<file path="src/rtl/asmlex_pkg.sv">
// asmlex_pkg: types, codes and character constants for the assembly lexer
// no dependencies; used by assembly_lexer and both testbench modules
`timescale 1ns / 1ps

package asmlex_pkg;

   // word length limit and derived widths
   localparam int MAX_TOKEN_LEN = 256;
   localparam int LEN_BITS      = $clog2(MAX_TOKEN_LEN + 2);
   localparam int OFFSET_BITS   = 16;
   localparam int VALUE_BITS    = 32;
   localparam int TDATA_BITS    = 64;

   // result queue
   localparam int QUEUE_DEPTH = 4;
   localparam int QPTR_BITS   = $clog2(QUEUE_DEPTH);
   localparam int QCNT_BITS   = $clog2(QUEUE_DEPTH + 1);

   // scanner modes
   typedef enum logic [3:0] {
      MODE_IDLE    = 4'd0,
      MODE_COMMENT = 4'd1,
      MODE_TEXT    = 4'd2,
      MODE_SIGN    = 4'd3,
      MODE_ZERO    = 4'd4,
      MODE_HEX     = 4'd5,
      MODE_BIN     = 4'd6,
      MODE_OCT     = 4'd7,
      MODE_DEC     = 4'd8
   } mode_type;

   // token kinds
   typedef enum logic [2:0] {
      KIND_COMMA = 3'd0,
      KIND_COLON = 3'd1,
      KIND_TEXT  = 3'd2,
      KIND_NUM   = 3'd3,
      KIND_EOL   = 3'd4,
      KIND_EOF   = 3'd5,
      KIND_ERR   = 3'd6
   } kind_type;

   // error codes
   typedef enum logic [2:0] {
      ERR_NONE   = 3'd0,
      ERR_HEX    = 3'd1,
      ERR_BIN    = 3'd2,
      ERR_OCT    = 3'd3,
      ERR_PREFIX = 3'd4,
      ERR_DEC    = 3'd5,
      ERR_LONG   = 3'd6
   } err_type;

   // one result word
   typedef struct packed {
      err_type                 error_code;
      logic [OFFSET_BITS-1:0]  start_offset;
      logic [8:0]              text_length;
      logic [VALUE_BITS-1:0]   value;
      kind_type                kind;
      logic                    last;
   } lex_result_type;

   // characters
   localparam logic [7:0] CH_NUL   = 8'h00;
   localparam logic [7:0] CH_TAB   = 8'h09;
   localparam logic [7:0] CH_LF    = 8'h0A;
   localparam logic [7:0] CH_SPACE = 8'h20;
   localparam logic [7:0] CH_COMMA = 8'h2C;
   localparam logic [7:0] CH_MINUS = 8'h2D;
   localparam logic [7:0] CH_COLON = 8'h3A;
   localparam logic [7:0] CH_SEMI  = 8'h3B;
   localparam logic [7:0] CH_UNDER = 8'h5F;
   localparam logic [7:0] CH_0     = 8'h30;
   localparam logic [7:0] CH_1     = 8'h31;
   localparam logic [7:0] CH_7     = 8'h37;
   localparam logic [7:0] CH_9     = 8'h39;
   localparam logic [7:0] CH_UA    = 8'h41;
   localparam logic [7:0] CH_UF    = 8'h46;
   localparam logic [7:0] CH_LA    = 8'h61;
   localparam logic [7:0] CH_LB    = 8'h62;
   localparam logic [7:0] CH_LC    = 8'h63;
   localparam logic [7:0] CH_LF_LO = 8'h66;
   localparam logic [7:0] CH_LN    = 8'h6E;
   localparam logic [7:0] CH_LX    = 8'h78;

   // empty result word
   function automatic lex_result_type blank_token();
      lex_result_type t;
      t.error_code   = ERR_NONE;
      t.start_offset = '0;
      t.text_length  = '0;
      t.value        = '0;
      t.kind         = KIND_COMMA;
      t.last         = 1'b0;
      return t;
   endfunction

endpackage

</file>
<file path="src/rtl/assembly_lexer.sv">
// assembly_lexer: one character per word in, tokens out through a small result queue
// depends on asmlex_pkg
// a token is registered into the result queue when the word that completes it is taken
// throughput: one character per cycle while req_tready is high; a character that closes a word
//   and is itself a token gives two results, which drain at one per cycle through the four-entry queue
// req_tready is high while the result queue has room for two results
// reset clears scanner mode, offsets and the result queue; accumulator and length start at zero
`timescale 1ns / 1ps

module assembly_lexer
   import asmlex_pkg::*;
(
   input  logic                  clock,
   input  logic                  reset,
   // request: tdata = ch[7:0]; tuser = at_end
   input  logic                  req_tvalid,
   output logic                  req_tready,
   input  logic [7:0]            req_tdata,
   input  logic                  req_tuser,
   // response: tdata = kind[2:0], value[34:3], text_length[43:35],
   //   start_offset[59:44], error_code[62:60], zero[63]
   output logic                  rsp_tvalid,
   input  logic                  rsp_tready,
   output logic [TDATA_BITS-1:0] rsp_tdata,
   output logic                  rsp_tlast
);

   // scanner state
   mode_type               mode_ff, mode_in;
   logic [VALUE_BITS-1:0]  acc_ff, acc_in;
   logic                   neg_ff, neg_in;
   logic [LEN_BITS-1:0]    len_ff, len_in;
   logic [OFFSET_BITS-1:0] start_ff, start_in;
   logic [OFFSET_BITS-1:0] offset_ff, offset_in;
   err_type                perr_ff, perr_in;

   // result queue
   lex_result_type         queue_ff [QUEUE_DEPTH];
   logic [QPTR_BITS-1:0]   wr_ptr_ff, wr_ptr_in;
   logic [QPTR_BITS-1:0]   rd_ptr_ff, rd_ptr_in;
   logic [QCNT_BITS-1:0]   count_ff, count_in;

   logic                   req_fire;
   logic                   rsp_fire;
   logic [7:0]             c;
   logic                   is_sep;
   logic                   is_delim;
   logic                   idle_emit;
   lex_result_type         idle_tok;
   lex_result_type         word_tok;
   lex_result_type         tok0, tok1;
   logic [1:0]             n_tok;
   logic [VALUE_BITS-1:0]  neg_acc;
   logic [VALUE_BITS-1:0]  acc_x10;
   logic [3:0]             hex_val;
   logic                   is_hex;
   lex_result_type         head;

   assign c          = req_tdata;
   assign req_tready = (count_ff <= QCNT_BITS'(QUEUE_DEPTH - 2));
   assign req_fire   = req_tvalid & req_tready;
   assign rsp_fire   = rsp_tvalid & rsp_tready;

   // character classes
   assign is_sep   = (c == CH_SPACE) || (c == CH_TAB) || (c == CH_NUL);
   assign is_delim = is_sep || (c == CH_COMMA) || (c == CH_COLON) ||
                     (c == CH_SEMI) || (c == CH_LF);

   // hex digit value
   always_comb begin
      is_hex  = 1'b1;
      hex_val = '0;
      if (c >= CH_0 && c <= CH_9) begin
         hex_val = 4'(c - CH_0);
      end else if (c >= CH_UA && c <= CH_UF) begin
         hex_val = 4'(c - CH_UA + 8'd10);
      end else if (c >= CH_LA && c <= CH_LF_LO) begin
         hex_val = 4'(c - CH_LA + 8'd10);
      end else begin
         is_hex = 1'b0;
      end
   end

   assign neg_acc = VALUE_BITS'(0) - acc_ff;
   assign acc_x10 = {acc_ff[VALUE_BITS-4:0], 3'b000} + {acc_ff[VALUE_BITS-2:0], 1'b0};

   // token for a single-character delimiter seen between words
   always_comb begin
      idle_tok              = blank_token();
      idle_tok.start_offset = offset_ff;
      idle_emit             = 1'b1;
      case (c)
         CH_COMMA: idle_tok.kind = KIND_COMMA;
         CH_COLON: idle_tok.kind = KIND_COLON;
         CH_LF:    idle_tok.kind = KIND_EOL;
         default:  idle_emit = 1'b0;
      endcase
   end

   // token for the word that a delimiter closes
   always_comb begin
      word_tok              = blank_token();
      word_tok.start_offset = start_ff;
      if (len_ff > LEN_BITS'(MAX_TOKEN_LEN)) begin
         word_tok.kind       = KIND_ERR;
         word_tok.error_code = ERR_LONG;
      end else if (perr_ff != ERR_NONE) begin
         word_tok.kind       = KIND_ERR;
         word_tok.error_code = perr_ff;
      end else if (mode_ff == MODE_TEXT || mode_ff == MODE_SIGN) begin
         word_tok.kind        = KIND_TEXT;
         word_tok.text_length = 9'(len_ff);
      end else begin
         word_tok.kind  = KIND_NUM;
         word_tok.value = neg_ff ? neg_acc : acc_ff;
      end
   end

   // next scanner state and the results of one character
   always_comb begin
      mode_in   = mode_ff;
      acc_in    = acc_ff;
      neg_in    = neg_ff;
      len_in    = len_ff;
      start_in  = start_ff;
      offset_in = offset_ff;
      perr_in   = perr_ff;
      tok0      = blank_token();
      tok1      = blank_token();
      n_tok     = 2'd0;

      if (req_tuser) begin
         // end of input: drop any open word or comment
         tok0.kind         = KIND_EOF;
         tok0.start_offset = offset_ff;
         n_tok             = 2'd1;
         mode_in           = MODE_IDLE;
         len_in            = '0;
         perr_in           = ERR_NONE;
      end else begin
         offset_in = offset_ff + 1'b1;
         if (mode_ff == MODE_COMMENT) begin
            if (c == CH_LF) begin
               tok0              = blank_token();
               tok0.kind         = KIND_EOL;
               tok0.start_offset = offset_ff;
               n_tok             = 2'd1;
               mode_in           = MODE_IDLE;
            end
         end else if (mode_ff == MODE_IDLE) begin
            if (idle_emit) begin
               tok0  = idle_tok;
               n_tok = 2'd1;
            end else if (c == CH_SEMI) begin
               mode_in = MODE_COMMENT;
            end else if (!is_sep) begin
               // first character of a word
               start_in = offset_ff;
               len_in   = LEN_BITS'(1);
               acc_in   = '0;
               neg_in   = 1'b0;
               perr_in  = ERR_NONE;
               if (c == CH_MINUS) begin
                  mode_in = MODE_SIGN;
                  neg_in  = 1'b1;
               end else if (c == CH_0) begin
                  mode_in = MODE_ZERO;
               end else if (c >= CH_1 && c <= CH_9) begin
                  mode_in = MODE_DEC;
                  acc_in  = VALUE_BITS'(c - CH_0);
               end else begin
                  mode_in = MODE_TEXT;
               end
            end
         end else if (is_delim) begin
            // word ends, then the delimiter acts as between words
            tok0    = word_tok;
            n_tok   = 2'd1;
            mode_in = MODE_IDLE;
            if (idle_emit) begin
               tok1  = idle_tok;
               n_tok = 2'd2;
            end else if (c == CH_SEMI) begin
               mode_in = MODE_COMMENT;
            end
         end else begin
            // character inside a word
            if (len_ff <= LEN_BITS'(MAX_TOKEN_LEN)) begin
               len_in = len_ff + 1'b1;
            end
            if (perr_ff == ERR_NONE) begin
               case (mode_ff)
                  MODE_SIGN: begin
                     if (c == CH_0) begin
                        mode_in = MODE_ZERO;
                     end else if (c >= CH_1 && c <= CH_9) begin
                        mode_in = MODE_DEC;
                        acc_in  = VALUE_BITS'(c - CH_0);
                     end else begin
                        mode_in = MODE_TEXT;
                     end
                  end
                  MODE_ZERO: begin
                     if (c == CH_LX) begin
                        mode_in = MODE_HEX;
                     end else if (c == CH_LB || c == CH_LN) begin
                        mode_in = MODE_BIN;
                     end else if (c == CH_LC) begin
                        mode_in = MODE_OCT;
                     end else begin
                        perr_in = ERR_PREFIX;
                     end
                  end
                  MODE_HEX: begin
                     if (is_hex) begin
                        acc_in = {acc_ff[VALUE_BITS-5:0], hex_val};
                     end else if (c != CH_UNDER) begin
                        perr_in = ERR_HEX;
                     end
                  end
                  MODE_BIN: begin
                     if (c == CH_0 || c == CH_1) begin
                        acc_in = {acc_ff[VALUE_BITS-2:0], c[0]};
                     end else if (c != CH_UNDER) begin
                        perr_in = ERR_BIN;
                     end
                  end
                  MODE_OCT: begin
                     if (c >= CH_0 && c <= CH_7) begin
                        acc_in = {acc_ff[VALUE_BITS-4:0], c[2:0]};
                     end else if (c != CH_UNDER) begin
                        perr_in = ERR_OCT;
                     end
                  end
                  MODE_DEC: begin
                     if (c >= CH_0 && c <= CH_9) begin
                        acc_in = acc_x10 + VALUE_BITS'(c - CH_0);
                     end else begin
                        perr_in = ERR_DEC;
                     end
                  end
                  default: begin
                  end
               endcase
            end
         end
      end

      // last flag on the final result of this character
      tok0.last = (n_tok == 2'd1);
      tok1.last = 1'b1;
   end

   // scanner registers
   always_ff @(posedge clock) begin
      if (reset) begin
         mode_ff   <= MODE_IDLE;
         acc_ff    <= '0;
         neg_ff    <= 1'b0;
         len_ff    <= '0;
         start_ff  <= '0;
         offset_ff <= '0;
         perr_ff   <= ERR_NONE;
      end else if (req_fire) begin
         mode_ff   <= mode_in;
         acc_ff    <= acc_in;
         neg_ff    <= neg_in;
         len_ff    <= len_in;
         start_ff  <= start_in;
         offset_ff <= offset_in;
         perr_ff   <= perr_in;
      end
   end

   // queue pointers
   always_comb begin
      wr_ptr_in = wr_ptr_ff;
      rd_ptr_in = rd_ptr_ff;
      count_in  = count_ff;
      if (req_fire) begin
         wr_ptr_in = wr_ptr_ff + QPTR_BITS'(n_tok);
         count_in  = count_ff + QCNT_BITS'(n_tok);
      end
      if (rsp_fire) begin
         rd_ptr_in = rd_ptr_ff + 1'b1;
         count_in  = count_in - 1'b1;
      end
   end

   always_ff @(posedge clock) begin
      if (reset) begin
         wr_ptr_ff <= '0;
         rd_ptr_ff <= '0;
         count_ff  <= '0;
      end else begin
         wr_ptr_ff <= wr_ptr_in;
         rd_ptr_ff <= rd_ptr_in;
         count_ff  <= count_in;
      end
   end

   // queue storage
   always_ff @(posedge clock) begin
      if (req_fire && n_tok != 2'd0) begin
         queue_ff[wr_ptr_ff] <= tok0;
      end
      if (req_fire && n_tok == 2'd2) begin
         queue_ff[wr_ptr_ff + 1'b1] <= tok1;
      end
   end

   // response word
   assign head       = queue_ff[rd_ptr_ff];
   assign rsp_tvalid = (count_ff != '0);
   assign rsp_tlast  = head.last;
   assign rsp_tdata  = {1'b0, head.error_code, head.start_offset, head.text_length,
                        head.value, head.kind};

   // checks
   a_queue_bound: assert property (@(posedge clock) disable iff (reset)
      count_ff <= QCNT_BITS'(QUEUE_DEPTH))
      else $error("result queue overflow");

   a_eof_idle: assert property (@(posedge clock) disable iff (reset)
      (req_fire && req_tuser) |=> (mode_ff == MODE_IDLE) && (perr_ff == ERR_NONE))
      else $error("scanner not idle after end of input");

   a_eof_offset: assert property (@(posedge clock) disable iff (reset)
      (req_fire && req_tuser) |=> $stable(offset_ff))
      else $error("offset moved on end of input");

   a_char_offset: assert property (@(posedge clock) disable iff (reset)
      (req_fire && !req_tuser) |=> (offset_ff == $past(offset_ff) + 1'b1))
      else $error("offset did not advance on a character");

endmodule

</file>
<file path="config.mk">
export PLATFORM = sky130hd
export DESIGN_NAME = assembly_lexer
export DESIGN_NICKNAME = d
export VERILOG_FILES = /design/src/rtl/asmlex_pkg.sv /design/src/rtl/assembly_lexer.sv
export SDC_FILE = /design/constraint.sdc
export NUM_CORES = 1
export LEC_CHECK = 0
export BUFFER_PORTS_ARGS = -buffer_cell sky130_fd_sc_hd__buf_2
export CAP_MARGIN = 20
export CELL_PAD_IN_SITES_DETAIL_PLACEMENT = 2
export CELL_PAD_IN_SITES_GLOBAL_PLACEMENT = 2
export CORE_MARGIN = 2
export CORE_UTILIZATION = 40
export CTS_BUF_LIST = sky130_fd_sc_hd__clkbuf_8
export DETAILED_ROUTE_END_ITERATION = 7
export PLACE_DENSITY_LB_ADDON = 0.1
export SLEW_MARGIN = 10
export SYNTH_ARGS = -nofsm -noshare
export SYNTH_HDL_FRONTEND = slang
export SYNTH_SLANG_ARGS = --single-unit
export TNS_END_PERCENT = 20
</file>
<file path="constraint.sdc">
create_clock -name clock -period 14.64 [get_ports clock]
set_input_delay 2.928 -clock clock [delete_from_list [all_inputs] [get_ports clock]]
set_output_delay 2.928 -clock clock [all_outputs]
set_load 0.1 [all_outputs]
</file>
==> impl_metrics.csv <==
group,metric,value,unit
outcome,outcome,"complete, no violations",
critical_path,number_of_cells_on_the_critical_path,12,
critical_path,critical_path.n_buffers_inverters,2,
critical_path,crit-reg2reg-launch,"mode_ff[1]",
critical_path,critical_path.reg2reg.endpoint,"queue_ff[2][55]",
die,chipWidth,221.0,µm
synthesis,netlist_area,0.01884,mm²
critical_path,setup_slack_of_the_worst_register_to_register_path,10200,ps
pwr,p_leak,7.649,nW
die,core-area,0.04656,mm²
pwr,power.internal,1.779,mW
critical_path,cp_data_arrival_time,7530,ps
pwr,p_sw_share,37.57,%
critical_path,cp_cell_sequence,"buf_2 -> ha_1 -> nor3b_1 -> and3_1 -> a211o_1 -> o21a_1 -> a21o_1 -> o21a_1 -> nand2_4 -> buf_4 -> nand2_1 -> o21a_1",
synthesis,post_synth.cell_area_avg,9.107,µm²
global_routing,grt_max_degree,99,
critical_path,timing.reg2reg.worst_path_depth,8,
routing,route.detailed.vias_per_inst,6.149,
clock_tree,cts_hold_repair.buffers,0,
global_routing,grt_remaining_overflow,0,
die,pin_count,80,
die,placement_rows,79,
clock_tree,post_cts.resized_instances,0,
global_routing,grt_usage,27.50,%
critical_path,worst_setup_path_start_kind,"primary input",
clock_tree,tritoncts,"done",
routing,final_antenna_net_count,0,
clock_tree,number_of_sinks_driven_by_the_clock_tree,346,
critical_path,worst-setup-path-type,"in2reg",
routing,initialDrtViolationCount,1118,
synthesis,synth_fp_nets,2160,
synthesis,synth_seq_cells,346,
synthesis,count_of_flip_flops_with_a_built_in_enable_after_synthesis,72,
routing,routed-via-count,16825,
sta,maxClockFrequency,143.3,MHz
critical_path,critPathRequiredTime,15190,ps
pwr,power.combinational.fraction,27.4,%
die,initial_utilization,40.47,%
critical_path,setup.worst_path.end_class,"flop",
sta,finalCritPeriodShare,47.67,%
final_layout,syn_to_final_growth,11.28,%
final_layout,num-fill-cells,4993,
synthesis,synth_cells,2069,
routing,drt_pre_antenna_iters,5,
routing,drc,0,
worst_hold_path,hp-class,"reg2reg",
sta,hold_viol,0,
clock_tree,cts_setup_buffers,0,
sta,timing.final.max_slew_violations,0,
pwr,switchingPower,1.070,mW
placement,finalWeightedCongestion,0.8408,
placement,place.detailed.hpwl,45700,µm
critical_path,cp_slowest_stage_delay,880,ps
synthesis,dominantRegCellSynth,"sky130_fd_sc_hd__dfxtp_1",
synthesis,synthArstFlopShare,0,%
routing,detail_route.wl_per_cell,24.85,µm
placement,placement.io_buffers,78,
sta,fin_tns_setup,0,ps
clock_tree,clockBufferDepth,3,
sta,rsz_0062_raised_after_global_routing,"no",
sta,final.min_clock_period,6979,ps
die,die_height,221.0,µm
clock_tree,htreeDepth,3,
sta,timing.slew.headroom,21.50,%
synthesis,post_synth_num_cell_types,86,
sta,clock-skew-final,53.89,ps
clock_tree,clk_pin_slew,70,ps
final_layout,final_core_utilization,45.03,%
clock_tree,ctsRootBufferMaster,"sky130_fd_sc_hd__clkbuf_8",
pwr,share_of_total_power_in_the_clock_network,34.5,%
clock_tree,insertion_delay,660,ps
critical_path,worst_setup_path_endpoint,"queue_ff[2][0]",
pwr,max-vdd-ir-drop,0.1171,mV
routing,routed_wirelength,67990,µm
final_layout,layout-drive-gt1-share,14.14,%
global_routing,grt_first_pass_wirelength,106500,µm
sta,timing.final.setup_violations,0,
pwr,seq_power_share,38.1,%
critical_path,cp-startpoint,"req_tdata[4]",
final_layout,layout.nets,2170,
synthesis,yosysSeqAreaShare,40.59,%
die,die_area,0.04886,mm²
pwr,pwr_density_cell,135.9,mW/mm²
critical_path,worst_path_most_repeated_cell,"sky130_fd_sc_hd__o21a_1",
critical_path,worst_path_dominant_cell_family,"compound AO/OA/AOI/OAI gates",
critical_path,critical_path_maximum_fanout,98,
sta,tightest_slew,1178,ps
global_routing,antenna_violations_before_repair,0,
critical_path,slowest_stage,"sky130_fd_sc_hd__nand2_1",
clock_tree,number_of_cts_inserted_buffers,66,
global_routing,first_global_vias,18016,
synthesis,ys_warn_count,0,
flow_run,max_cap_viol_count,0,
-- layout make-up --
| class | count | area [µm²] | area share [%] |
|---|---|---|---|
| diodes | 1 | 2.502 | 0.01194 |
| clock buffers | 78 | 1074 | 5.120 |
| clock inverters | 39 | 259.0 | 1.235 |
| inverters | 25 | 93.84 | 0.4476 |
| multi-input cells | 1535 | 10510 | 50.12 |
| flip-flops and latches | 346 | 7657 | 36.52 |
| well taps | 607 | 759.5 | 3.622 |
| repair buffers | 105 | 613.1 | 2.924 |
-- tightest hold or removal path, stage by stage, from the launching register on --
cell                      delay (ps)
sky130_fd_sc_hd__dfxtp_1         310
sky130_fd_sc_hd__nand2_1          50
sky130_fd_sc_hd__a21oi_1          50
-- registers in the layout (all words and copies together) (netlist names), named ones only --
signal / flops
rd_ptr_ff: 2
start_ff: 16
queue_ff: 256
count_ff: 3
acc_ff: 32
neg_ff: 1
len_ff: 9
perr_ff: 3
offset_ff: 16
wr_ptr_ff: 2
mode_ff: 4
-- cell usage in the layout, fill, tap and decap left out, drive strengths merged, types with 5 or more instances in the layout --
cell type  count
fa            30
nor3          27
and2          14
a31oi          6
o221ai         5
o21a           8
a22oi         30
a21boi         5
ha            48
a221oi         8
nand2        258
or3           20
o31ai         14
mux2          11
a21oi        110
buf          105
nor2b         13
nand4         11
mux2i         14
a211oi        21
nand3        209
nor2         123
o22ai         70
clkbuf        78
a311oi         9
o21ai        207
a222oi         8
a21o          14
nor4           6
xor2          35
edfxtp        72
xnor2         43
inv           53
nand2b        17
mux4          64
clkinv         7
and3          11
dfxtp        274
-- per-layer routing --
layer	track usage, %	vias to the layer above	part of all wire [%]
li1	-	7626	-
met4	7.751	0	2.2
met2	44.25	399	47
met5	0	-	0
met3	4.608	93	4.5
met1	38.15	8707	46
-- Yosys cell counts (all sizes together) (25+ instances only) --
| library cell | instances | share of area (%) |
|---|---|---|
| xor2 | 35 | 1.6 |
| buf | 52 | 1.3 |
| a22oi | 30 | 1.2 |
| nor2 | 123 | 2.5 |
| inv | 25 | 0.50 |
| nand2 | 258 | 5.2 |
| clkbuf | 111 | 2.2 |
| xnor2 | 43 | 2.0 |
| o22ai | 70 | 2.3 |
| edfxtp | 72 | 11 |
| dfxtp | 274 | 29 |
| fa | 30 | 3.2 |
| nor3 | 27 | 0.72 |
| o21ai | 207 | 5.5 |
| mux4 | 64 | 7.6 |
| ha | 48 | 3.2 |
| nand3 | 209 | 5.6 |
| a21oi | 110 | 2.9 |
-- power by group through the flow --
stage               Sequential [mW]  Combinational (mW)  Clock (mW)
finish                         1.08               0.781       0.984
global route                   1.09               0.835        1.04
CTS                            1.09               0.781       0.999
detailed placement             1.11               0.776           0
global placement               1.10               0.756           0
floorplan                      1.05               0.633           0
-- cell families (layout without fill, tap and decap cells) --
family                     Yosys count  count (layout)  share of synthesized area [%]
AOI/OAI and AO/OA                  552             552                          18.01
adders and majority gates           78              78                          6.375
and+or+nand+nor                    737             737                          18.32
xor gates and xnor gates            78              78                          3.626
muxes                               89              89                          9.051
DFF                                346             346                          40.59
other                                1               2                        0.01990
buffers and inverters              188             247                          4.011
-- worst min path at each step --
stage	slack [ps]	cells after the start	end	startpoint
2_1_floorplan	430	2	queue_ff[2][19]	queue_ff[2][19]
3_3_place_gp	440	2	queue_ff[1][25]	queue_ff[1][25]
3_5_place_dp	450	2	start_ff[9]	start_ff[9]
4_1_cts	460	2	start_ff[9]	start_ff[9]
5_1_grt	480	2	queue_ff[2][24]	queue_ff[2][24]
6_report	460	2	start_ff[9]	start_ff[9]
-- metrics by stage --
step | cells | hold slack, ps | power (mW) | instance area, µm² | worst slack, ps
4_1_cts | 2734 | 458.1 | 2.866 | 20940 | 7699
3_3_place_gp | 2617 | 437.7 | 1.856 | 19600 | 7229
5_1_grt | 2735 | 480.1 | 2.971 | 20960 | 7410
2_1_floorplan | 2069 | 430.8 | 1.684 | 18840 | 5984
3_5_place_dp | 2617 | 450.3 | 1.881 | 19600 | 7023
6_report | 2736 | 456.6 | 2.849 | 20970 | 7661
(Power assumes the default switching activity.)
